## src/sv/lcar_pkg.sv

```systemverilog
package lcar_pkg;

    localparam int DATA_BITS        = 24;
    localparam int MAX_SAMPLES_LOG2 = 6;

    localparam int RAW_W      = 24;
    localparam int TARE_W     = 24;
    localparam int SCALE_W    = 32;
    localparam int DIFF_W     = RAW_W + 1;
    localparam int WEIGHT_W   = DIFF_W + SCALE_W;
    localparam int GAIN_W     = 2;
    localparam int SLOG2_W    = 3;
    localparam int HALF_W     = 8;

    localparam int BIT_W  = $clog2(DATA_BITS + 1);
    localparam int CNT_W  = MAX_SAMPLES_LOG2 + 1;
    localparam int SUM_W  = DATA_BITS + MAX_SAMPLES_LOG2 + 1;
    localparam int N_W    = (MAX_SAMPLES_LOG2 > 0) ? $clog2(MAX_SAMPLES_LOG2 + 1) : 1;

    localparam int CFG_IDX_W  = 3;
    localparam int CFG_DATA_W = 32;

    localparam logic [CFG_IDX_W-1:0] CFG_GAIN_PULSES       = 3'd0;
    localparam logic [CFG_IDX_W-1:0] CFG_TARE_OFFSET       = 3'd1;
    localparam logic [CFG_IDX_W-1:0] CFG_SCALE_FACTOR      = 3'd2;
    localparam logic [CFG_IDX_W-1:0] CFG_SAMPLES_LOG2      = 3'd3;
    localparam logic [CFG_IDX_W-1:0] CFG_HALF_PERIOD_TICKS = 3'd4;

endpackage

```

## src/sv/load_cell_adc_reader_top.sv

```systemverilog
// Load cell converter readout. Each input beat is one tick of the converter
// interface: it carries the sampled data-out pin and an optional request to
// start a weighing, and every input beat yields exactly one result beat with
// the serial clock drive for that tick, the busy flag and, on the reporting
// tick, the averaged raw reading and the tared, scaled weight. One tick is
// taken per clock cycle unless m_ready stalls. A result passes the input
// register, the sequencing stage that updates the pin state and the running
// sum, the averaging stage that rounds the sum toward zero and subtracts the
// tare, and the 25 x 32 bit multiplier stage. Registers are written over the
// cfg port (index 0 gain pulses, 1 tare, 2 scale, 3 samples log2, 4 half
// period ticks) by the user only while no weighing runs; not enforced.
module load_cell_adc_reader_top (
    input  logic                                aclk,
    input  logic                                aresetn,
    input  logic                                cfg_valid,
    output logic                                cfg_ready,
    input  logic [lcar_pkg::CFG_IDX_W-1:0]      cfg_index,
    input  logic [lcar_pkg::CFG_DATA_W-1:0]     cfg_data,
    input  logic                                s_valid,
    output logic                                s_ready,
    input  logic                                s_req_type,
    input  logic                                s_dout_level,
    output logic                                m_valid,
    input  logic                                m_ready,
    output logic                                m_sck_level,
    output logic                                m_busy_res,
    output logic                                m_result_valid,
    output logic signed [lcar_pkg::RAW_W-1:0]   m_raw_average,
    output logic signed [lcar_pkg::WEIGHT_W-1:0] m_weight
);
    import lcar_pkg::*;

    typedef enum logic [1:0] {
        PH_IDLE,
        PH_WAIT,
        PH_SHIFT,
        PH_PULSE
    } phase_t;

    // configuration
    logic [GAIN_W-1:0]         gain_pulses_reg;
    logic signed [TARE_W-1:0]  tare_offset_reg;
    logic signed [SCALE_W-1:0] scale_factor_reg;
    logic [SLOG2_W-1:0]        samples_log2_reg;
    logic [HALF_W-1:0]         half_period_reg;

    // sequencer state
    phase_t                    phase_reg, phase_next;
    logic [BIT_W-1:0]          bit_count_reg, bit_count_next;
    logic [DATA_BITS-1:0]      shift_word_reg, shift_word_next;
    logic [CNT_W-1:0]          sample_count_reg, sample_count_next;
    logic signed [SUM_W-1:0]   sample_sum_reg, sample_sum_next;
    logic [HALF_W-1:0]         half_timer_reg, half_timer_next;
    logic                      clock_out_reg, clock_out_next;

    // pipeline
    logic                      in_vld_reg;
    logic                      in_req_reg, in_dout_reg;
    logic                      p1_vld_reg;
    logic                      p1_sck_reg, p1_busy_reg, p1_rv_reg;
    logic signed [SUM_W-1:0]   p1_sum_reg, p1_sum_next;
    logic [N_W-1:0]            p1_n_reg;
    logic                      p1_rv_next;
    logic                      p2_vld_reg;
    logic                      p2_sck_reg, p2_busy_reg, p2_rv_reg;
    logic signed [RAW_W-1:0]   p2_raw_reg;
    logic signed [DIFF_W-1:0]  p2_diff_reg;
    logic                      out_vld_reg;
    logic                      out_sck_reg, out_busy_reg, out_rv_reg;
    logic signed [RAW_W-1:0]   out_raw_reg;
    logic signed [WEIGHT_W-1:0] out_weight_reg;

    logic out_can, p2_can, p1_can, in_can;
    logic in_fire, p1_fire, p2_fire, out_fire;

    assign out_can  = !out_vld_reg || m_ready;
    assign p2_can   = !p2_vld_reg || out_can;
    assign p1_can   = !p1_vld_reg || p2_can;
    assign in_can   = !in_vld_reg || p1_can;
    assign in_fire  = s_valid && in_can;
    assign p1_fire  = in_vld_reg && p1_can;
    assign p2_fire  = p1_vld_reg && p2_can;
    assign out_fire = p2_vld_reg && out_can;

    assign s_ready   = in_can;
    assign cfg_ready = 1'b1;

    // sequencing
    logic [N_W-1:0]         n_eff;
    logic [HALF_W-1:0]      hp_eff;
    logic [GAIN_W-1:0]      gp_eff;
    logic [BIT_W-1:0]       bit_inc;
    logic [CNT_W-1:0]       cnt_inc;
    logic [CNT_W-1:0]       cnt_target;
    logic signed [SUM_W-1:0] sum_acc;

    assign n_eff  = (32'(samples_log2_reg) > MAX_SAMPLES_LOG2)
                    ? N_W'(MAX_SAMPLES_LOG2) : N_W'(samples_log2_reg);
    assign hp_eff = (half_period_reg == '0) ? HALF_W'(1) : half_period_reg;
    assign gp_eff = (gain_pulses_reg == '0) ? GAIN_W'(1) : gain_pulses_reg;
    assign bit_inc    = bit_count_reg + BIT_W'(1);
    assign cnt_inc    = sample_count_reg + CNT_W'(1);
    assign cnt_target = CNT_W'(1) << n_eff;
    assign sum_acc    = sample_sum_reg + SUM_W'($signed(shift_word_reg));

    always_comb begin
        phase_next        = phase_reg;
        bit_count_next    = bit_count_reg;
        shift_word_next   = shift_word_reg;
        sample_count_next = sample_count_reg;
        sample_sum_next   = sample_sum_reg;
        half_timer_next   = half_timer_reg;
        clock_out_next    = clock_out_reg;
        p1_rv_next        = 1'b0;
        p1_sum_next       = '0;
        unique case (phase_reg)
            PH_IDLE: begin
                clock_out_next = 1'b1;
                if (in_req_reg) begin
                    clock_out_next    = 1'b0;
                    phase_next        = PH_WAIT;
                    sample_count_next = '0;
                    sample_sum_next   = '0;
                end
            end
            PH_WAIT: begin
                clock_out_next = 1'b0;
                if (!in_dout_reg) begin
                    phase_next      = PH_SHIFT;
                    bit_count_next  = '0;
                    half_timer_next = '0;
                    shift_word_next = '0;
                end
            end
            PH_SHIFT, PH_PULSE: begin
                if (half_timer_reg < hp_eff - HALF_W'(1)) begin
                    half_timer_next = half_timer_reg + HALF_W'(1);
                end else begin
                    half_timer_next = '0;
                    if (!clock_out_reg) begin
                        clock_out_next = 1'b1;
                    end else begin
                        clock_out_next = 1'b0;
                        if (phase_reg == PH_SHIFT) begin
                            shift_word_next = {shift_word_reg[DATA_BITS-2:0], in_dout_reg};
                            bit_count_next  = bit_inc;
                            if (32'(bit_inc) >= DATA_BITS) begin
                                phase_next     = PH_PULSE;
                                bit_count_next = '0;
                            end
                        end else begin
                            bit_count_next = bit_inc;
                            if (bit_inc >= BIT_W'(gp_eff)) begin
                                bit_count_next = '0;
                                if (cnt_inc >= cnt_target) begin
                                    p1_rv_next        = 1'b1;
                                    p1_sum_next       = sum_acc;
                                    phase_next        = PH_IDLE;
                                    clock_out_next    = 1'b1;
                                    sample_count_next = '0;
                                    sample_sum_next   = '0;
                                end else begin
                                    phase_next        = PH_WAIT;
                                    sample_count_next = cnt_inc;
                                    sample_sum_next   = sum_acc;
                                end
                            end
                        end
                    end
                end
            end
            default: begin
                phase_next = PH_IDLE;
            end
        endcase
    end

    // averaging: divide by 2^n rounding toward zero, then tare
    logic [SUM_W-1:0]        round_bias;
    logic signed [SUM_W-1:0] avg_full;
    logic signed [RAW_W-1:0] raw_c;
    logic signed [DIFF_W-1:0] diff_c;

    assign round_bias = p1_sum_reg[SUM_W-1] ? ~({SUM_W{1'b1}} << p1_n_reg) : '0;
    assign avg_full   = (p1_sum_reg + $signed(round_bias)) >>> p1_n_reg;
    assign raw_c      = p1_rv_reg ? RAW_W'($signed(avg_full[DATA_BITS-1:0])) : '0;
    assign diff_c     = p1_rv_reg ? (DIFF_W'(raw_c) - DIFF_W'(tare_offset_reg)) : '0;

    logic signed [WEIGHT_W-1:0] weight_c;
    assign weight_c = WEIGHT_W'(p2_diff_reg) * WEIGHT_W'(scale_factor_reg);

    always_ff @(posedge aclk) begin
        if (!aresetn) begin
            gain_pulses_reg  <= GAIN_W'(1);
            tare_offset_reg  <= '0;
            scale_factor_reg <= SCALE_W'(32'h0100_0000);
            samples_log2_reg <= SLOG2_W'(3);
            half_period_reg  <= HALF_W'(1);
            phase_reg        <= PH_IDLE;
            bit_count_reg    <= '0;
            shift_word_reg   <= '0;
            sample_count_reg <= '0;
            sample_sum_reg   <= '0;
            half_timer_reg   <= '0;
            clock_out_reg    <= 1'b1;
            in_vld_reg       <= 1'b0;
            p1_vld_reg       <= 1'b0;
            p2_vld_reg       <= 1'b0;
            out_vld_reg      <= 1'b0;
        end else begin
            if (cfg_valid) begin
                unique case (cfg_index)
                    CFG_GAIN_PULSES:       gain_pulses_reg  <= cfg_data[GAIN_W-1:0];
                    CFG_TARE_OFFSET:       tare_offset_reg  <= cfg_data[TARE_W-1:0];
                    CFG_SCALE_FACTOR:      scale_factor_reg <= cfg_data[SCALE_W-1:0];
                    CFG_SAMPLES_LOG2:      samples_log2_reg <= cfg_data[SLOG2_W-1:0];
                    CFG_HALF_PERIOD_TICKS: half_period_reg  <= cfg_data[HALF_W-1:0];
                    default: begin
                    end
                endcase
            end
            if (in_can) begin
                in_vld_reg <= s_valid;
            end
            if (p1_fire) begin
                phase_reg        <= phase_next;
                bit_count_reg    <= bit_count_next;
                shift_word_reg   <= shift_word_next;
                sample_count_reg <= sample_count_next;
                sample_sum_reg   <= sample_sum_next;
                half_timer_reg   <= half_timer_next;
                clock_out_reg    <= clock_out_next;
            end
            if (p1_can) begin
                p1_vld_reg <= in_vld_reg;
            end
            if (p2_can) begin
                p2_vld_reg <= p1_vld_reg;
            end
            if (out_can) begin
                out_vld_reg <= p2_vld_reg;
            end
        end
    end

    always_ff @(posedge aclk) begin
        if (in_fire) begin
            in_req_reg  <= s_req_type;
            in_dout_reg <= s_dout_level;
        end
        if (p1_fire) begin
            p1_sck_reg  <= clock_out_next;
            p1_busy_reg <= (phase_next != PH_IDLE);
            p1_rv_reg   <= p1_rv_next;
            p1_sum_reg  <= p1_sum_next;
            p1_n_reg    <= n_eff;
        end
        if (p2_fire) begin
            p2_sck_reg  <= p1_sck_reg;
            p2_busy_reg <= p1_busy_reg;
            p2_rv_reg   <= p1_rv_reg;
            p2_raw_reg  <= raw_c;
            p2_diff_reg <= diff_c;
        end
        if (out_fire) begin
            out_sck_reg    <= p2_sck_reg;
            out_busy_reg   <= p2_busy_reg;
            out_rv_reg     <= p2_rv_reg;
            out_raw_reg    <= p2_raw_reg;
            out_weight_reg <= weight_c;
        end
    end

    assign m_valid        = out_vld_reg;
    assign m_sck_level    = out_sck_reg;
    assign m_busy_res     = out_busy_reg;
    assign m_result_valid = out_rv_reg;
    assign m_raw_average  = out_raw_reg;
    assign m_weight       = out_weight_reg;

    a_idle_powered_down: assert property (@(posedge aclk) disable iff (!aresetn)
        (phase_reg == PH_IDLE) |-> clock_out_reg)
        else $error("converter clock low while idle");

    a_report_ends_weighing: assert property (@(posedge aclk) disable iff (!aresetn)
        (m_valid && m_result_valid) |-> (!m_busy_res && m_sck_level))
        else $error("report beat while still busy or clock low");

    a_no_report_zero: assert property (@(posedge aclk) disable iff (!aresetn)
        (m_valid && !m_result_valid) |-> (m_weight == '0 && m_raw_average == '0))
        else $error("non-report beat carries a reading");

    a_bit_count_range: assert property (@(posedge aclk) disable iff (!aresetn)
        (phase_reg == PH_SHIFT) |-> (32'(bit_count_reg) < DATA_BITS))
        else $error("data bit count overran");

endmodule

```

## config.mk

```make
export PLATFORM = sky130hd
export DESIGN_NAME = load_cell_adc_reader_top
export DESIGN_NICKNAME = d
export VERILOG_FILES = /design/src/sv/lcar_pkg.sv /design/src/sv/load_cell_adc_reader_top.sv
export SDC_FILE = /design/constraint.sdc
export NUM_CORES = 2
export LEC_CHECK = 0
export BUFFER_PORTS_ARGS = -buffer_cell sky130_fd_sc_hd__buf_2
export CAP_MARGIN = 20
export CORE_UTILIZATION = 40
export CTS_CLUSTER_DIAMETER = 40
export DETAILED_ROUTE_END_ITERATION = 10
export GPL_TIMING_DRIVEN = 1
export SKIP_LAST_GASP = 1
export SLEW_MARGIN = 25
export SYNTH_ARGS = -nofsm -noshare
export SYNTH_HDL_FRONTEND = slang
export SYNTH_SLANG_ARGS = --single-unit
```

## constraint.sdc

```tcl
create_clock -name aclk -period 12.6 [get_ports aclk]
set_input_delay 1.89 -clock aclk [delete_from_list [all_inputs] [get_ports aclk]]
set_output_delay 1.89 -clock aclk [all_outputs]
set_load 0.005 [all_outputs]
```

# Yosys cells after proc, flatten, opt, wreduce, memory -nomap -nowiden

Index checks and enable logic that the tools add are counted.

Flip-flop bits (word level): 326
Bits of input ports: 42
Word-level logic and storage cells: 149

Add/subtract/negate cells: 7
Multipliers: 1
Order comparisons: 5
Equal/unequal tests: 14
Shift operators: 3
Muxes and demuxes: 50
Bitwise gates (word level): 5
Reduce and logical (&&, ||, !) cells: 31

Operators with widths:

| cell                                                                | count |
|---|---|
| 31-bit two-way mux                                                  | 7 |
| 24-bit two-way mux                                                  | 5 |
| 31-bit case mux with 2 select lines                                 | 1 |
| 25-bit by 32-bit multiplier with 57-bit output                      | 1 |
| 24-bit case mux with 2 select lines                                 | 1 |
| 7-bit two-way mux                                                   | 6 |
| 31-bit by 24-bit adder with 31-bit output                           | 1 |
| 31-bit adder                                                        | 1 |
| 31-bit inverter                                                     | 1 |
| 31-bit by 3-bit left shift with 31-bit output, first input constant | 1 |
| 31-bit by 3-bit >>> shifter with 24-bit output                      | 1 |
| 5-bit two-way mux                                                   | 6 |
| 24-bit by 24-bit subtractor with 25-bit output                      | 1 |
| 8-bit two-way mux                                                   | 3 |
| 2-bit two-way mux                                                   | 8 |
| 8-bit case mux with 2 select lines                                  | 1 |
| 2-bit != test, second input constant                                | 7 |
| 7-bit case mux with 2 select lines                                  | 1 |
| 5-bit case mux with 2 select lines                                  | 1 |
| 2-bit AND reduction                                                 | 5 |
| 8-bit by 1-bit adder with 8-bit output, second input constant       | 1 |
| 8-bit zero test                                                     | 1 |
| 8-bit less-than comparator                                          | 1 |
| 8-bit by 1-bit subtractor with 8-bit output, second input constant  | 1 |
| other kinds (30)                                                    | 53 |

# Logic depth before layout (Yosys ltp)

Depth after elaboration: 11
Mapped depth: 27

# Worst setup path after synthesis

Ideal clock, no wire load.

Kind: flip-flop to flip-flop
Start point: register scale_factor_reg[31]
End point: register out_weight_reg[54], in the netlist m_weight[54] (data pin)
Library setup time: 0.272 ns
Arrival time: 6.786 ns
Data required time: 12.328 ns
Setup slack: 5.542 ns
Cell stages (with the launch flop): 25
Clock period less this slack: 7.058 ns
Cells stage by stage: dfxtp_1 -> clkbuf_1 -> nand2_1 -> inv_1 -> fa_1 -> fa_1 -> inv_1 -> fa_1 -> inv_1 -> fa_1 -> fa_1 -> fa_1 -> inv_1 -> fa_1 -> inv_1 -> ha_1 -> a21oi_1 -> o21ai_0 -> a2111o_1 -> a21o_1 -> nand3_1 -> a211oi_1 -> o21ai_0 -> a211oi_1 -> or4b_1

Word-level cells in the longest chain between the ends: 1

RTL lines:

| element                                        | RTL line                        | source |
|---|---|---|
| from (decl)                                    | load_cell_adc_reader_top.sv:43  | `logic signed [SCALE_W-1:0] scale_factor_reg;` |
| from (signal assigned)                         | load_cell_adc_reader_top.sv:196 | `scale_factor_reg <= SCALE_W'(32'h0100_0000);` |
| from (signal assigned)                         | load_cell_adc_reader_top.sv:215 | `CFG_SCALE_FACTOR: scale_factor_reg <= cfg_data[SCALE_W-1:0];` |
| 25-bit by 32-bit multiplier with 57-bit output | load_cell_adc_reader_top.sv:190 | `assign weight_c = WEIGHT_W'(p2_diff_reg) * WEIGHT_W'(scale_factor_reg);` |
| named net weight_c[54]                         | load_cell_adc_reader_top.sv:189 | `logic signed [WEIGHT_W-1:0] weight_c;` |
| to (signal assigned)                           | load_cell_adc_reader_top.sv:270 | `out_weight_reg <= weight_c;` |
| to (decl)                                      | load_cell_adc_reader_top.sv:71  | `logic signed [WEIGHT_W-1:0] out_weight_reg;` |

The timed path passes the listed nets, and every way through them passes these cells.
A chain may end at the register's enable or synchronous reset.

# Worst setup path in the final report

Start point: register p2_diff_reg[1]
End point: register out_weight_reg[55], in the netlist m_weight[55] (data pin)

Word-level cells in the longest chain between the ends: 1

RTL lines:

| element                                        | RTL line                        | source |
|---|---|---|
| from (decl)                                    | load_cell_adc_reader_top.sv:67  | `logic signed [DIFF_W-1:0] p2_diff_reg;` |
| from (signal assigned)                         | load_cell_adc_reader_top.sv:263 | `p2_diff_reg <= diff_c;` |
| 25-bit by 32-bit multiplier with 57-bit output | load_cell_adc_reader_top.sv:190 |  |
| named net weight_c[55]                         | load_cell_adc_reader_top.sv:189 |  |

The timed path passes the listed nets, and every way through them passes these cells.

==> qor.yml <==
status: "finished, final reports clean"
core-area_um2: 111000
dr.pass1.iters: 6
hold_path.class: "reg2reg"
path_cells: "buf_4 -> nand2_1 -> inv_1 -> fa_1 -> fa_1 -> inv_1 -> fa_1 -> inv_1 -> fa_1 -> fa_1 -> fa_1 -> fa_1 -> ha_1 -> nand3_1 -> nor2_1 -> nand3_1 -> a211oi_2 -> nor3_1 -> o31ai_1 -> xor2_1"
finalSetupViolations: 0
crit_path_frequent_cell: "fa_1"
path_max_fanout: 32
slowest_stage: "fa_1"
via_count: 33300
start_util_pct: 40.5
synth_ff_type: "edfxtp_1"
power_w: 0.00439
crit_type: "reg2reg"
critPathArrivalTime_ns: 9.07
clk_latency_ns: 0.68
io_buffers: 127
rsz0062_at_grt: "false"
cp.required_ns: 12.96
antenna_found_initial: 0
maxSlewViolCount: 0
cts_made_buffers: 56
slew_headroom_pct: 28.5
row_count: 122
finClkSkew_ns: 0.0533
synth_edf_count: 175
peakVddDrop_v: 0.000104
vias_per_cell: 5.22
drive_gt1_share_pct: 7.16
crit_path_end_kind: "flop"
cts_buffer_depth: 3
grtUsageTotal_pct: 22.2
die_x_um: 337
grt_pass1_wl_mm: 196
yosys_warnings: 0
syn_area_um2: 45000
grt-ovfl-total: 0
grt_pass1_vias: 34900
grt_max_degree: 81
fin_util_pct: 44.2
postCtsSetupRepairBufs: 0
ys_seq_area_share_pct: 18.4
cts_root_buf: "clkbuf_16"
wl_met1_mm: 53.3
routedWlPerCell_um: 19.3
cts_sinks: 326
maxCapViolCount: 0
syn_avg_cell_area_um2: 9.33
synth_seq_cells: 326
dieHeight_um: 337
wl_met3_mm: 8.00
hpwl_mm: 93.9
period_minus_slack_ns: 8.71
postRouteAntennaNets: 0
syn_nets: 5928
routed_wl_mm: 123
syn2layout_area_growth_pct: 9.28
tightest_slew_ns: 1.07
period_share_pct: 69.1
path_buf_inv: 4
syn_inst: 4822
largest_register_ffs: 57
crit_path_max_incr_delay_ns: 0.91
h-tree-depth: 2
finalHoldViolations: 0
drtIter0Drc: 2321
clkTransAtPathRegs_ns: 0.06
dr_wl_met2_mm: 58.4
power_density_nw_per_um2: 89.3
setup_tns_ns: 0
io_pins: 129
ctsResizeCount: 0
leakagePower_nw: 23.0
clock.fmax_ghz: 0.115
cts_tree: "done"
cts_hold_buf: 0
synth_cell_types: 92
layout.nets: 5957
drc_errors: 0
place_congestion: 0.912
die-area_um2: 114000
start_kind: "flop"
crit_family: "adder cells"
highest_layer: "met4"
async_reset_ff_share_pct: 0
[cell usage in the layout (no fill, tap or decap), types with 8 or more instances in the layout]
cell and instances:
a211oi_1 23, a21o_1 53, a21oi_1 225, a22oi_1 26
a311oi_1 8, a31oi_1 25, and2_1 427, and3_1 20
buf_2 127, buf_4 73, clkbuf_16 57, dfxtp_1 151
edfxtp_1 175, fa_1 822, ha_1 242, inv_1 869
inv_6 9, mux2_2 8, mux2i_1 27, nand2_1 640
nand2b_1 25, nand3_1 88, nand3b_1 8, nand4_1 18
nor2_1 191, nor2b_1 23, nor3_1 39, o211ai_1 14
o21a_1 29, o21ai_0 80, o21bai_1 21, o22ai_1 25
o31ai_1 11, or3_1 11, xnor2_1 90, xor2_1 45
[stage by stage]
stage / std cells / instance area, um2 / hold WS, ns / setup slack, ns
after global routing: 6387 / 49100 / 0.431 / 3.53
after CTS: 6387 / 49100 / 0.404 / 3.93
after detailed placement: 6281 / 47200 / 0.405 / 4.03
after global placement: 6280 / 47200 / 0.405 / 3.62
after floorplan: 4822 / 45000 / 0.400 / 5.54
final: 6388 / 49100 / 0.403 / 3.89
[power breakdown]
part,switching (W),internal [W],total (W),leakage [nW]
sequential,0.0000151,0.00120,0.00121,2.89
clock,0.000637,0.000916,0.00155,0.940
combinational,0.00101,0.000615,0.00162,19.2
total,0.00166,0.00273,0.00439,23.0
[cells by family after synthesis]
kind of cell               count (synthesis)  synth area share, %
xor gates and xnor gates                 135                 2.63
DFF                                      326                 18.4
muxes                                     36                0.851
and+or+nand+nor                         1534                 16.6
adders and majority gates               1064                 43.3
other                                      1              0.00834
AOI/OAI and AO/OA                        624                 8.95
buffers and inverters                   1102                 9.24
[cell type report]
type	count	area (um2)
tap	1488	1860
multi-input combinational	3394	32600
sequential	326	8280
fill	11000	62000
antenna	1	2.50
timing repair buffer	201	1190
clock inverter	44	500
clock buffer	62	1470
inverter	872	3280
[synth_stat cells (25+ instances only)]
cell type / count / area, um2
a21oi_1: 225 / 1130
a22oi_1: 26 / 195
o21a_1: 29 / 218
nor2_1: 192 / 721
o22ai_1: 25 / 156
nand2_1: 640 / 2400
fa_1: 822 / 16500
a21o_1: 53 / 398
a31oi_1: 25 / 156
inv_1: 869 / 3260
xnor2_1: 90 / 788
mux2i_1: 27 / 270
clkbuf_1: 214 / 803
edfxtp_1: 175 / 5260
o21ai_0: 80 / 400
nand3_1: 88 / 440
ha_1: 242 / 3030
nand2b_1: 25 / 156
nor3_1: 39 / 195
xor2_1: 45 / 394
dfxtp_1: 151 / 3020
and2_1: 427 / 2670
[worst register-to-register path, delay by kind of cell, from the launching register on]
family / cells / cell delay (ns)
adders and majority gates: 8 / 4.62
and+or+nand+nor: 5 / 1.33
buffers and inverters: 4 / 1.06
AOI/OAI and AO/OA: 2 / 0.97
DFF: 1 / 0.32
xor gates and xnor gates: 1 / 0.11
[layer usage]
metal / track usage (%) / up-vias
met1: 29.9 / 17000
met4: 6.51 / 0
met2: 36.9 / 965
met5: 0 / -
li1: - / 15200
met3: 3.59 / 187
[worst paths after layout]
kind	start	to	slack (ns)	depth (start not counted)
setup / recovery	p2_diff_reg[1]	m_weight[55]	3.89	20
hold / removal	p2_raw_reg[8]	m_raw_average[8]	0.40	0
setup reg to reg	p2_diff_reg[1]	m_weight[55]	3.89	20
hold reg to reg	p2_raw_reg[8]	m_raw_average[8]	0.40	0
Power figures use the tool's default switching activity.
